===== config.mk =====
export PLATFORM = sky130hd
export DESIGN_NAME = bom_text_decoder_line_splitter
export DESIGN_NICKNAME = d
export VERILOG_FILES = /design/src/rtl/btd_pkg.sv /design/src/rtl/btd_front.sv /design/src/rtl/btd_queue.sv /design/src/rtl/btd_back.sv /design/src/rtl/bom_text_decoder_line_splitter.sv
export SDC_FILE = /design/constraint.sdc
export NUM_CORES = 1
export LEC_CHECK = 0
export BUFFER_PORTS_ARGS = -buffer_cell sky130_fd_sc_hd__buf_2
export CAP_MARGIN = 20
export CORE_MARGIN = 2
export CORE_UTILIZATION = 45
export CTS_CLUSTER_SIZE = 16
export DETAILED_ROUTE_END_ITERATION = 6
export PLACE_DENSITY = 0.69
export SYNTH_ARGS = -nofsm -noshare
export SYNTH_HDL_FRONTEND = slang
export SYNTH_SLANG_ARGS = --single-unit

===== constraint.sdc =====
create_clock -name clk -period 9.73 [get_ports clk]
set_input_delay 0.4865 -clock clk [delete_from_list [all_inputs] [get_ports clk]]
set_output_delay 0.4865 -clock clk [all_outputs]
set_load 0.05 [all_outputs]

===== src/rtl/btd_pkg.sv =====
// ----------------------------------------------------------------------------
// btd_pkg
// Shared types, codes and decode functions for the BOM-aware text decoder
// and line splitter.
// ----------------------------------------------------------------------------
package btd_pkg;

  // result slots per accepted word: three replayed bytes, error, end of file
  localparam int NumSlots          = 5;
  localparam int SlotErr           = 3;
  localparam int SlotEof           = 4;
  localparam int QueueDepthDefault = 2;

  // input op codes
  localparam logic OP_DATA = 1'b0;
  localparam logic OP_EOF  = 1'b1;

  // encodings
  localparam logic [1:0] ENC_ASCII   = 2'd0;
  localparam logic [1:0] ENC_UTF8    = 2'd1;
  localparam logic [1:0] ENC_UTF16LE = 2'd2;
  localparam logic [1:0] ENC_UTF16BE = 2'd3;
  localparam logic [1:0] ENC_RESET   = ENC_UTF8;

  // result kinds
  localparam logic [1:0] KIND_CHAR  = 2'd0;
  localparam logic [1:0] KIND_BREAK = 2'd1;
  localparam logic [1:0] KIND_EOF   = 2'd2;
  localparam logic [1:0] KIND_TRUNC = 2'd3;

  // pending line terminator
  localparam logic [1:0] PEND_NONE = 2'd0;
  localparam logic [1:0] PEND_CR   = 2'd1;
  localparam logic [1:0] PEND_LF   = 2'd2;

  // byte-order mark bytes
  localparam logic [7:0] BOM_EF = 8'hEF;
  localparam logic [7:0] BOM_BB = 8'hBB;
  localparam logic [7:0] BOM_BF = 8'hBF;
  localparam logic [7:0] BOM_FF = 8'hFF;
  localparam logic [7:0] BOM_FE = 8'hFE;

  localparam logic [15:0] CHAR_CR = 16'h000D;
  localparam logic [15:0] CHAR_LF = 16'h000A;

  typedef struct packed {
    logic       op;
    logic [7:0] data_byte;
  } item_t;

  typedef struct packed {
    logic [1:0]  kind;
    logic [15:0] code_unit;
    logic        last;
  } result_t;

  typedef struct packed {
    logic [1:0]  active_encoding;
    logic [15:0] partial_value;
    logic [1:0]  bytes_left;
    logic [1:0]  pending_terminator;
  } dec_state_t;

  typedef struct packed {
    logic        valid;
    logic [1:0]  kind;
    logic [15:0] code_unit;
  } slot_t;

  typedef struct packed {
    dec_state_t st;
    slot_t      res;
  } dec_step_t;

  typedef struct packed {
    slot_t [NumSlots-1:0] slots;
  } bundle_t;

  // Line-terminator folding: CRLF and LFCR give a single break
  function automatic dec_step_t put_unit(dec_state_t st, logic [15:0] u);
    dec_step_t r;
    logic      swallow;
    r       = '0;
    r.st    = st;
    swallow = 1'b0;
    if (st.pending_terminator != PEND_NONE) begin
      r.st.pending_terminator = PEND_NONE;
      swallow = (st.pending_terminator == PEND_CR) ? (u == CHAR_LF) : (u == CHAR_CR);
    end
    if (!swallow) begin
      if (u == CHAR_CR) begin
        r.res.valid             = 1'b1;
        r.res.kind              = KIND_BREAK;
        r.st.pending_terminator = PEND_CR;
      end else if (u == CHAR_LF) begin
        r.res.valid             = 1'b1;
        r.res.kind              = KIND_BREAK;
        r.st.pending_terminator = PEND_LF;
      end else begin
        r.res.valid     = 1'b1;
        r.res.kind      = KIND_CHAR;
        r.res.code_unit = u;
      end
    end
    return r;
  endfunction

  // One byte through the active decoder
  function automatic dec_step_t decode_byte(dec_state_t st, logic [7:0] b);
    dec_step_t   r;
    dec_state_t  s;
    logic [15:0] pv;
    r  = '0;
    r.st = st;
    s  = st;
    pv = '0;
    case (st.active_encoding)
      ENC_ASCII: begin
        r = put_unit(st, {8'h00, b});
      end
      ENC_UTF8: begin
        if (st.bytes_left != 2'd0) begin
          pv              = {st.partial_value[9:0], b[5:0]};
          s.partial_value = pv;
          s.bytes_left    = st.bytes_left - 2'd1;
          r.st            = s;
          if (st.bytes_left == 2'd1) begin
            r = put_unit(s, pv);
          end
        end else if (!b[7]) begin
          r = put_unit(st, {8'h00, b});
        end else if (b[7:5] == 3'b110) begin
          r.st.partial_value = {11'd0, b[4:0]};
          r.st.bytes_left    = 2'd1;
        end else if (b[7:4] == 4'b1110) begin
          r.st.partial_value = {12'd0, b[3:0]};
          r.st.bytes_left    = 2'd2;
        end else begin
          // bad lead: sign-extended byte
          r = put_unit(st, {8'hFF, b});
        end
      end
      default: begin
        // UTF-16, either byte order
        if (st.bytes_left != 2'd0) begin
          s.bytes_left = 2'd0;
          if (st.active_encoding == ENC_UTF16LE) begin
            pv = {b, st.partial_value[7:0]};
          end else begin
            pv = {st.partial_value[7:0], b};
          end
          r = put_unit(s, pv);
        end else begin
          r.st.partial_value = {8'h00, b};
          r.st.bytes_left    = 2'd1;
        end
      end
    endcase
    return r;
  endfunction

endpackage


===== src/rtl/btd_front.sv =====
// ----------------------------------------------------------------------------
// btd_front
// Accepts input words, holds leading bytes for mark detection, runs the
// decoder state and emits at most one result bundle per word.
// ----------------------------------------------------------------------------
module btd_front (
  input  logic              clk,
  input  logic              rst,
  input  logic              cfg_we,
  input  logic [1:0]        cfg_data,
  input  logic              item_valid,
  output logic              item_ready,
  input  btd_pkg::item_t    item,
  output logic              push_valid,
  input  logic              push_ready,
  output btd_pkg::bundle_t  push_bundle
);

  logic [1:0]          default_encoding;
  logic [7:0]          mark_buffer [2];
  logic [1:0]          mark_count;
  logic                mark_done;
  btd_pkg::dec_state_t st;

  logic [1:0]          mark_count_next;
  logic                mark_done_next;
  btd_pkg::dec_state_t st_next;
  logic                accept;

  assign item_ready = push_ready;
  assign accept     = item_valid && push_ready;

  // Mark settle, decode and end-of-file handling for one word
  always_comb begin : front_logic
    btd_pkg::dec_step_t  stp;
    btd_pkg::dec_state_t st_w;
    logic [7:0]          b [3];
    logic [1:0]          n;
    logic [1:0]          skip;
    logic [1:0]          enc;
    logic                settle;
    logic                any;
    stp             = '0;
    st_w            = st;
    push_bundle     = '0;
    st_next         = st;
    mark_count_next = mark_count;
    mark_done_next  = mark_done;
    settle          = 1'b0;

    b[0] = mark_buffer[0];
    b[1] = mark_buffer[1];
    b[2] = item.data_byte;
    n    = (item.op == btd_pkg::OP_EOF) ? mark_count : 2'd3;

    // mark detection
    enc  = default_encoding;
    skip = 2'd0;
    if (n == 2'd3 && b[0] == btd_pkg::BOM_EF && b[1] == btd_pkg::BOM_BB &&
        b[2] == btd_pkg::BOM_BF) begin
      enc  = btd_pkg::ENC_UTF8;
      skip = 2'd3;
    end else if (n >= 2'd2 && b[0] == btd_pkg::BOM_FF && b[1] == btd_pkg::BOM_FE) begin
      enc  = btd_pkg::ENC_UTF16LE;
      skip = 2'd2;
    end else if (n >= 2'd2 && b[0] == btd_pkg::BOM_FE && b[1] == btd_pkg::BOM_FF) begin
      enc  = btd_pkg::ENC_UTF16BE;
      skip = 2'd2;
    end

    if (accept) begin
      if (item.op == btd_pkg::OP_DATA) begin
        if (!mark_done) begin
          if (mark_count == 2'd2) begin
            settle = 1'b1;
          end else begin
            mark_count_next = mark_count + 2'd1;
          end
        end else begin
          stp                  = btd_pkg::decode_byte(st, item.data_byte);
          st_next              = stp.st;
          push_bundle.slots[0] = stp.res;
        end
      end else begin
        settle = !mark_done;
      end
    end

    // replay held bytes in the settled encoding
    if (settle) begin
      st_w                 = st;
      st_w.active_encoding = enc;
      for (int i = 0; i < 3; i++) begin
        if (2'(i) >= skip && 2'(i) < n) begin
          stp                  = btd_pkg::decode_byte(st_w, b[i]);
          st_w                 = stp.st;
          push_bundle.slots[i] = stp.res;
        end
      end
      st_next         = st_w;
      mark_done_next  = 1'b1;
      mark_count_next = 2'd0;
    end

    // end of file: optional truncation error, then the end marker
    if (accept && item.op == btd_pkg::OP_EOF) begin
      if (st_next.bytes_left != 2'd0) begin
        push_bundle.slots[btd_pkg::SlotErr] = {1'b1, btd_pkg::KIND_TRUNC, 16'd0};
      end
      push_bundle.slots[btd_pkg::SlotEof] = {1'b1, btd_pkg::KIND_EOF, 16'd0};
      st_next         = '0;
      mark_count_next = 2'd0;
      mark_done_next  = 1'b0;
    end

    any = 1'b0;
    for (int i = 0; i < btd_pkg::NumSlots; i++) begin
      any = any | push_bundle.slots[i].valid;
    end
    push_valid = accept && any;
  end

  // Stream state and config register
  always_ff @(posedge clk) begin
    if (rst) begin
      default_encoding <= btd_pkg::ENC_RESET;
      mark_count       <= 2'd0;
      mark_done        <= 1'b0;
      st               <= '0;
    end else begin
      if (cfg_we) begin
        default_encoding <= cfg_data;
      end
      mark_count <= mark_count_next;
      mark_done  <= mark_done_next;
      st         <= st_next;
    end
  end

  // Held mark bytes, no reset
  always_ff @(posedge clk) begin
    if (accept && item.op == btd_pkg::OP_DATA && !mark_done && mark_count != 2'd2) begin
      mark_buffer[mark_count[0]] <= item.data_byte;
    end
  end

endmodule


===== src/rtl/btd_queue.sv =====
// ----------------------------------------------------------------------------
// btd_queue
// Short FIFO of result bundles between the front and back halves.
// ----------------------------------------------------------------------------
module btd_queue #(
  parameter int Depth = btd_pkg::QueueDepthDefault
) (
  input  logic              clk,
  input  logic              rst,
  input  logic              push_valid,
  output logic              push_ready,
  input  btd_pkg::bundle_t  push_bundle,
  output logic              pop_valid,
  input  logic              pop_ready,
  output btd_pkg::bundle_t  pop_bundle
);

  localparam int PtrW = (Depth > 1) ? $clog2(Depth) : 1;
  localparam int CntW = $clog2(Depth + 1);

  btd_pkg::bundle_t entries [Depth];
  logic [PtrW-1:0]  wr_ptr;
  logic [PtrW-1:0]  rd_ptr;
  logic [CntW-1:0]  count;
  logic             do_push;
  logic             do_pop;

  assign push_ready = (count != CntW'(Depth));
  assign pop_valid  = (count != '0);
  assign pop_bundle = entries[rd_ptr];
  assign do_push    = push_valid && push_ready;
  assign do_pop     = pop_valid && pop_ready;

  // Pointers and fill count
  always_ff @(posedge clk) begin
    if (rst) begin
      wr_ptr <= '0;
      rd_ptr <= '0;
      count  <= '0;
    end else begin
      if (do_push) begin
        wr_ptr <= (wr_ptr == PtrW'(Depth - 1)) ? '0 : wr_ptr + 1'b1;
      end
      if (do_pop) begin
        rd_ptr <= (rd_ptr == PtrW'(Depth - 1)) ? '0 : rd_ptr + 1'b1;
      end
      if (do_push && !do_pop) begin
        count <= count + 1'b1;
      end else if (do_pop && !do_push) begin
        count <= count - 1'b1;
      end
    end
  end

  // Storage
  always_ff @(posedge clk) begin
    if (do_push) begin
      entries[wr_ptr] <= push_bundle;
    end
  end

endmodule


===== src/rtl/btd_back.sv =====
// ----------------------------------------------------------------------------
// btd_back
// Takes one bundle at a time and sends its valid slots out in order, one
// result word per cycle while result_ready is high, marking the final one.
// ----------------------------------------------------------------------------
module btd_back (
  input  logic              clk,
  input  logic              rst,
  input  logic              pop_valid,
  output logic              pop_ready,
  input  btd_pkg::bundle_t  pop_bundle,
  output logic              result_valid,
  input  logic              result_ready,
  output btd_pkg::result_t  result
);

  localparam int N = btd_pkg::NumSlots;

  btd_pkg::bundle_t cur;
  logic [N-1:0]     mask;
  logic [N-1:0]     lowest;
  logic [N-1:0]     rest;
  logic [N-1:0]     load_mask;
  logic             advance;

  // Lowest pending slot and what stays after it
  assign lowest       = mask & (~mask + 1'b1);
  assign rest         = mask & ~lowest;
  assign result_valid = (mask != '0);
  assign advance      = !result_valid || (result_ready && rest == '0);
  assign pop_ready    = advance;

  always_comb begin
    result.kind      = '0;
    result.code_unit = '0;
    for (int i = 0; i < N; i++) begin
      if (lowest[i]) begin
        result.kind      = result.kind | cur.slots[i].kind;
        result.code_unit = result.code_unit | cur.slots[i].code_unit;
      end
      load_mask[i] = pop_bundle.slots[i].valid;
    end
    result.last = (rest == '0);
  end

  // Slot mask
  always_ff @(posedge clk) begin
    if (rst) begin
      mask <= '0;
    end else if (result_valid && result_ready && rest != '0) begin
      mask <= rest;
    end else if (advance) begin
      mask <= pop_valid ? load_mask : '0;
    end
  end

  // Bundle payload
  always_ff @(posedge clk) begin
    if (advance && pop_valid) begin
      cur <= pop_bundle;
    end
  end

endmodule


===== src/rtl/bom_text_decoder_line_splitter.sv =====
// ----------------------------------------------------------------------------
// bom_text_decoder_line_splitter
// Byte-stream text decoder with byte-order-mark detection and CR/LF folding.
//
//   channel   | dir | handshake                  | payload
//   ----------+-----+----------------------------+---------------------------
//   item      | in  | item_valid / item_ready    | op, data_byte
//   result    | out | result_valid / result_ready| kind, code_unit, last
//   config    | in  | cfg_we                     | cfg_data (default_encoding)
//
// One input word per cycle is accepted while the bundle queue has room.
// Results leave one per cycle while result_ready is high. A word's results pass
// through a queue entry and then the back's registered slot mask and bundle.
// The queue holds QueueDepth bundles, so each side stalls on its own.
// Synchronous reset clears stream state, queue and output; encoding -> UTF-8.
// ----------------------------------------------------------------------------
module bom_text_decoder_line_splitter #(
  parameter int QueueDepth = btd_pkg::QueueDepthDefault
) (
  input  logic              clk,
  input  logic              rst,
  input  logic              cfg_we,
  input  logic [1:0]        cfg_data,
  input  logic              item_valid,
  output logic              item_ready,
  input  btd_pkg::item_t    item,
  output logic              result_valid,
  input  logic              result_ready,
  output btd_pkg::result_t  result
);

  logic             push_valid;
  logic             push_ready;
  btd_pkg::bundle_t push_bundle;
  logic             pop_valid;
  logic             pop_ready;
  btd_pkg::bundle_t pop_bundle;

  // Front: mark detection and decode
  btd_front u_front (
    .clk         (clk),
    .rst         (rst),
    .cfg_we      (cfg_we),
    .cfg_data    (cfg_data),
    .item_valid  (item_valid),
    .item_ready  (item_ready),
    .item        (item),
    .push_valid  (push_valid),
    .push_ready  (push_ready),
    .push_bundle (push_bundle)
  );

  // Bundle queue
  btd_queue #(
    .Depth (QueueDepth)
  ) u_queue (
    .clk         (clk),
    .rst         (rst),
    .push_valid  (push_valid),
    .push_ready  (push_ready),
    .push_bundle (push_bundle),
    .pop_valid   (pop_valid),
    .pop_ready   (pop_ready),
    .pop_bundle  (pop_bundle)
  );

  // Back: result serializer
  btd_back u_back (
    .clk          (clk),
    .rst          (rst),
    .pop_valid    (pop_valid),
    .pop_ready    (pop_ready),
    .pop_bundle   (pop_bundle),
    .result_valid (result_valid),
    .result_ready (result_ready),
    .result       (result)
  );

endmodule


==> results of run 1 <==
-- worst max-delay path: stages, from the launching register on --
cell and delay, ns:
edfxtp_1 0.57, nand4b_1 0.35, or4_1 0.65, nor2_2 0.23
or2_1 0.80, a221oi_4 0.28, nor2_1 0.71, o21a_1 0.46
mux2i_1 0.68, o31ai_1 0.12, nand2_1 0.18, or3_1 0.15
nand3_1 0.09, and2_4 0.20, a211oi_1 0.32, and2_2 0.22
buf_4 0.56
-- metal layers --
metal | routed length (µm) | vias up | global-route usage
met5 | 0 | - | 0
met3 | 5400 | 179 | 0.0569
li1 | - | 5764 | -
met4 | 3390 | 0 | 0.173
met2 | 24200 | 880 | 0.501
met1 | 22500 | 6341 | 0.452
-- per-stage QoR --
step	utilization	worst slack, ns	cell area, µm²
floorplan	-	1.82	13900
global placement	0.472	2.98	14400
detailed placement	0.472	2.83	14400
CTS	0.496	2.89	15100
global route	0.496	2.54	15100
finish	0.496	2.70	15100
-- sequential cells by signal, indices dropped and copies added (netlist names), named ones only --
signal / count
u_front.default_encoding: 2
u_front.mark_count: 2
u_queue.entries: 112
u_queue.rd_ptr: 1
u_back.cur: 53
u_front.mark_buffer: 16
u_queue.wr_ptr: 1
u_back.mask: 5
u_queue.count: 2
u_front.st: 16
u_front.mark_done: 1
-- layout make-up --
cell class | count | area [µm²]
timing repair buffer | 73 | 458
inverter | 28 | 105
fill | 2916 | 15400
tap | 396 | 495
sequential | 212 | 6060
multi-input combinational | 1163 | 7270
clock inverter | 13 | 114
clock buffer | 29 | 629
-- cells by family (layout without fill, tap and decap cells) --
logic type,Yosys count,after routing,synth area share
AOI/OAI and AO/OA,514,514,0.249
xor gates and xnor gates,3,3,0.00189
adders and majority gates,3,3,0.00251
buffers and inverters,147,143,0.0456
DFF,212,212,0.434
muxes,90,90,0.0713
and+or+nand+nor,553,553,0.196
-- synthesized netlist by cell type, drive strengths merged (21+ instances only) --
cell type    n  area, µm²
a22oi       50        375
o21ai      116        581
mux2        65        743
dfxtp       31        621
a21oi      135        694
mux2i       25        250
a211oi      21        168
nand2      194        743
clkbuf      88        330
nand3       26        135
inv         27        101
nor2       154        593
nand2b      23        144
nor3        44        246
o22ai       26        163
buf         31        200
edfxtp     181       5440
-- worst paths after layout --
kind	start	to	cells after the start
worst min register to register	u_queue.count[1]	u_queue.count[1]	2
worst max register to register	u_front.mark_buffer[0][4]	u_queue.entries[0][43]	16
worst max-delay path	u_front.mark_buffer[0][4]	u_queue.entries[0][43]	16
worst min-delay path	cfg_data[0]	u_front.default_encoding[0]	2
-- power breakdown --
group | switching, µW | internal, µW | total (µW)
clock network | 368 | 489 | 857
registers | 117 | 1310 | 1430
logic | 939 | 384 | 1320
total | 1420 | 2180 | 3610
==> flow_summary.toml, run 1 <==
[timing]
relSlewSlack = 0.125
period_minus_slack_ns = 7.03
hold_ws_ns = 0.153
setup_viol_count_final = 0
period_share = 0.722
rsz0062_at_grt = "no"
worst_slew_pin_slew_ns = 1.30
clock.fmax_mhz = 142
final-max-slew-violation-count = 0
final.setup_skew_ns = 0.0249
final-hold-violation-count = 0
tns_ns = 0

[worst_setup_path]
crit_fanout = 55
worstPathArrival_ns = 7.18
critPathRequiredTime_ns = 9.88
reg2reg_slack_ns = 2.70
critPathKind = "flop to flop"
crit_path_end_kind = "flop"
start_kind = "flop"

[drt]
wl_um = 55500
ant_nets = 0
num_vias = 13164
drc = 5
post_drt_wl_per_cell_um = 29.0
dr.pass1.iters = 7
initialDrtViolationCount = 1634
routed_via_density = 6.88

[power_and_ir_drop]
power_density_nw_per_um2 = 238
vdd_drop_max_mv = 0.140
leakage_uw = 0.00491
power_uw = 3610

[global_routing]
grt_max_degree = 60
first_global_vias = 12311
antenna_found_initial = 1
grt_use_total = 0.330
gr-total-overflow = 0
grt_pass1_wl_um = 80900

[placement]
hpwl_um = 39600
place_congestion = 1.03
port_buffers = 36
dp_cells = 1872

[logic_synthesis]
syn_inst = 1522
synth.yosys.seq_area_share = 0.434
ys_types = 103
synth_edf_count = 181
ys_ff_latch = 212
synth_area_um2 = 13900
synth.yosys.warnings = 0
syn-num-nets = 1540
syn_area_per_cell_um2 = 9.16
synthArstFlopShare = 0
synthFlopType = "edfxtp_1"

[run_status]
status = "finished with violations"
violations = "design-rule violations"

[clocking]
cts_setup_buffers = 0
clk_pin_slew_ns = 0.06
cts_resized = 0
clock-sinks = 212
htree_levels = 1
numCtsBuffers = 24
cts-root-buf = "clkbuf_16"
insertion_delay_ns = 0.54
clock_path_buffers = 3
cts_tree = "built"
hold_buffers = 0

[finish]
final_layout_size_suffix_gt1_frac = 0.150
layout_commonest_cell = "nand2_1"
final_cell_mix = "nand2_1, edfxtp_1, nor2_1, a21oi_1, o21ai_0"
syn_to_final_growth_pct = 8.56
antenna_cells = 0
fin_cells = 1914
final_nets = 1520

[die]
die_area_um2 = 32400
die_w_um = 180
core-area_um2 = 30500
die_y_um = 180
num_rows = 64
io_pins = 37
start_util = 0.457

[worst_hold_path]
worst_hold_path_type = "primary input to flop"

[run]
maxCapViolCount = 0
Power figures use the tool's default switching activity.
==> run 2: changes to the inputs <==
--- a/config.mk
+++ b/config.mk
@@ -11,7 +11,7 @@
 export CORE_UTILIZATION = 45
 export CTS_CLUSTER_SIZE = 16
 export DETAILED_ROUTE_END_ITERATION = 6
-export PLACE_DENSITY = 0.69
+export PLACE_DENSITY = 0.71
 export SYNTH_ARGS = -nofsm -noshare
 export SYNTH_HDL_FRONTEND = slang
 export SYNTH_SLANG_ARGS = --single-unit
==> constraint.sdc (replaced) <==
create_clock -name clk -period 6 [get_ports clk]
set_input_delay 0.3 -clock clk [delete_from_list [all_inputs] [get_ports clk]]
set_output_delay 0.3 -clock clk [all_outputs]
set_load 0.05 [all_outputs]
==> run 2 against run 1 <==
  * The flow now finishes without violations
  * Flip-flop and latch count unchanged
  * Sequential share of layout area is 1.8 points lower
  * Worst setup slack got worse by 2.5 ns
  * Largest cell class unchanged
  * Highest routed layer is now met5
==> flow_summary.toml, run 2 (synthesis results as in run 1) <==
[clocking]
cts-root-buf = "clkbuf_16"
cts_setup_buffers = 0
htree_levels = 1
insertion_delay_ns = 0.53
clk_pin_slew_ns = 0.07
cts_tree = "built"
hold_buffers = 1
clock_path_buffers = 3
cts_resized = 0
numCtsBuffers = 24
clock-sinks = 212

[placement]
dpl_cell_area_um2 = 15000
hpwl_um = 42100
place_congestion = 1.06
port_buffers = 36

[power_and_ir_drop]
leakage_uw = 0.00534
power_density_nw_per_um2 = 383
p_switching_uw = 2360
clkPwrFrac = 0.241
power_uw = 6070
p_int_uw = 3710
pwr-share-comb = 0.378
p_sw_frac = 0.389
seq_power_share = 0.381
vdd_drop_max_mv = 0.269

[timing]
setup_viol_count_final = 0
rsz0062_at_grt = "no"
final-hold-violation-count = 0
clock.fmax_mhz = 174
tns_ns = 0
final-max-slew-violation-count = 0
worst_slew_pin_slew_ns = 1.21
period_share = 0.958
relSlewSlack = 0.183
period_minus_slack_ns = 5.75
final.setup_skew_ns = 0.0189

[finish]
stdcell_area_um2 = 15800
reg_top3 = "u_queue.entries: 112 flops, u_back.cur: 53 flops"
final_layout_size_suffix_gt1_frac = 0.197
largest_register_ffs = 112
final_cell_mix = "nand2_1, edfxtp_1, nor2_1, a21oi_1, o21ai_0"
final_nets = 1600
syn_to_final_growth_pct = 13.6
layout_commonest_cell = "nand2_1"
top_register = "u_queue.entries"

[die]
die_y_um = 180
num_rows = 64
io_pins = 37
start_util = 0.457
die_w_um = 180
die_area_um2 = 32400
core-area_um2 = 30500

[worst_setup_path]
critPathKind = "flop to flop"
crit_fanout = 13
crit_path_end_kind = "flop"
start_kind = "flop"
critPathRequiredTime_ns = 6.45
worstPathArrival_ns = 6.20

[drt]
ant_nets = 0
drc = 0
routed_via_density = 6.79
num_vias = 13563
dr.pass1.iters = 6
wl_um = 56800
post_drt_wl_per_cell_um = 28.4
initialDrtViolationCount = 2059

[global_routing]
grt_use_total = 0.341
first_global_vias = 12901
gr-total-overflow = 0
antenna_found_initial = 3
grt_max_degree = 60
grt_pass1_wl_um = 84100

[worst_hold_path]
worst_hold_path_type = "primary input to flop"

[run_status]
status = "finished, final reports clean"

[run]
maxCapViolCount = 0
[run 2: routing by layer]
metal  share of wire  up-vias  wire, µm  GRT usage
met5         0.00023        -        13          0
met4           0.052        2      2940      0.149
met3            0.10      195      5900     0.0689
met2            0.45      934     25300      0.536
met1            0.40     6485     22700      0.459
li1                -     5947         -          -
[run 2: layout make-up]
type	instances	area (µm²)
Inverter	28	105
Antenna cell	1	2.50
Multi-Input combinational cell	1163	7290
Timing Repair Buffer	153	1100
Clock inverter	15	156
Tap cell	396	495
Clock buffer	29	639
Fill cell	2804	14700
Sequential cell	212	6060
[run 2: path summary, 6_finish.rpt]
kind	start	endpoint	slack (ns)	depth (start not counted)
max	u_front.mark_buffer[1][6]	u_queue.count[1]	0.25	17
min	cfg_data[1]	u_front.default_encoding[1]	0.01	3
max reg2reg	u_front.mark_buffer[1][6]	u_queue.count[1]	0.25	17
min reg2reg	u_queue.rd_ptr	flop	0.51	2
[run 2: power groups by stage]
stage          Clock, µW  Sequential [µW]  Combinational [µW]
5_1_grt             1540             2340                2440
2_1_floorplan          0             2250                1530
6_report            1460             2310                2290
3_5_place_dp           0             2340                2240
3_3_place_gp           0             2320                2250
4_1_cts             1480             2310                2250
[run 2: metrics by stage]
| step | cells | setup slack, ns | utilization | hold WS [ns] |
|---|---|---|---|---|
| floorplan | 1522 | 0.000922 | - | 0.370 |
| global placement | 1951 | 0.493 | 0.493 | 0.499 |
| detailed placement | 1951 | 0.417 | 0.493 | 0.498 |
| CTS | 1996 | 0.385 | 0.519 | 0.00901 |
| global route | 1997 | 0.0386 | 0.519 | 0.0203 |
| finish | 1997 | 0.251 | 0.519 | 0.0125 |
[run 2: critical path: stages, from the launching register on]
cell       delay, ns
edfxtp_1        0.55
and4_1          0.30
and4_1          0.29
a2bb2oi_2       0.60
nand2_1         0.31
o31ai_4         0.50
mux2_4          0.39
a21o_1          0.20
o31ai_1         0.20
a21oi_1         0.22
or4_1           0.47
or4_1           0.47
nand2_1         0.09
and2_4          0.14
a211oi_1        0.08
ha_1            0.31
or3_1           0.37
a21oi_1         0.14
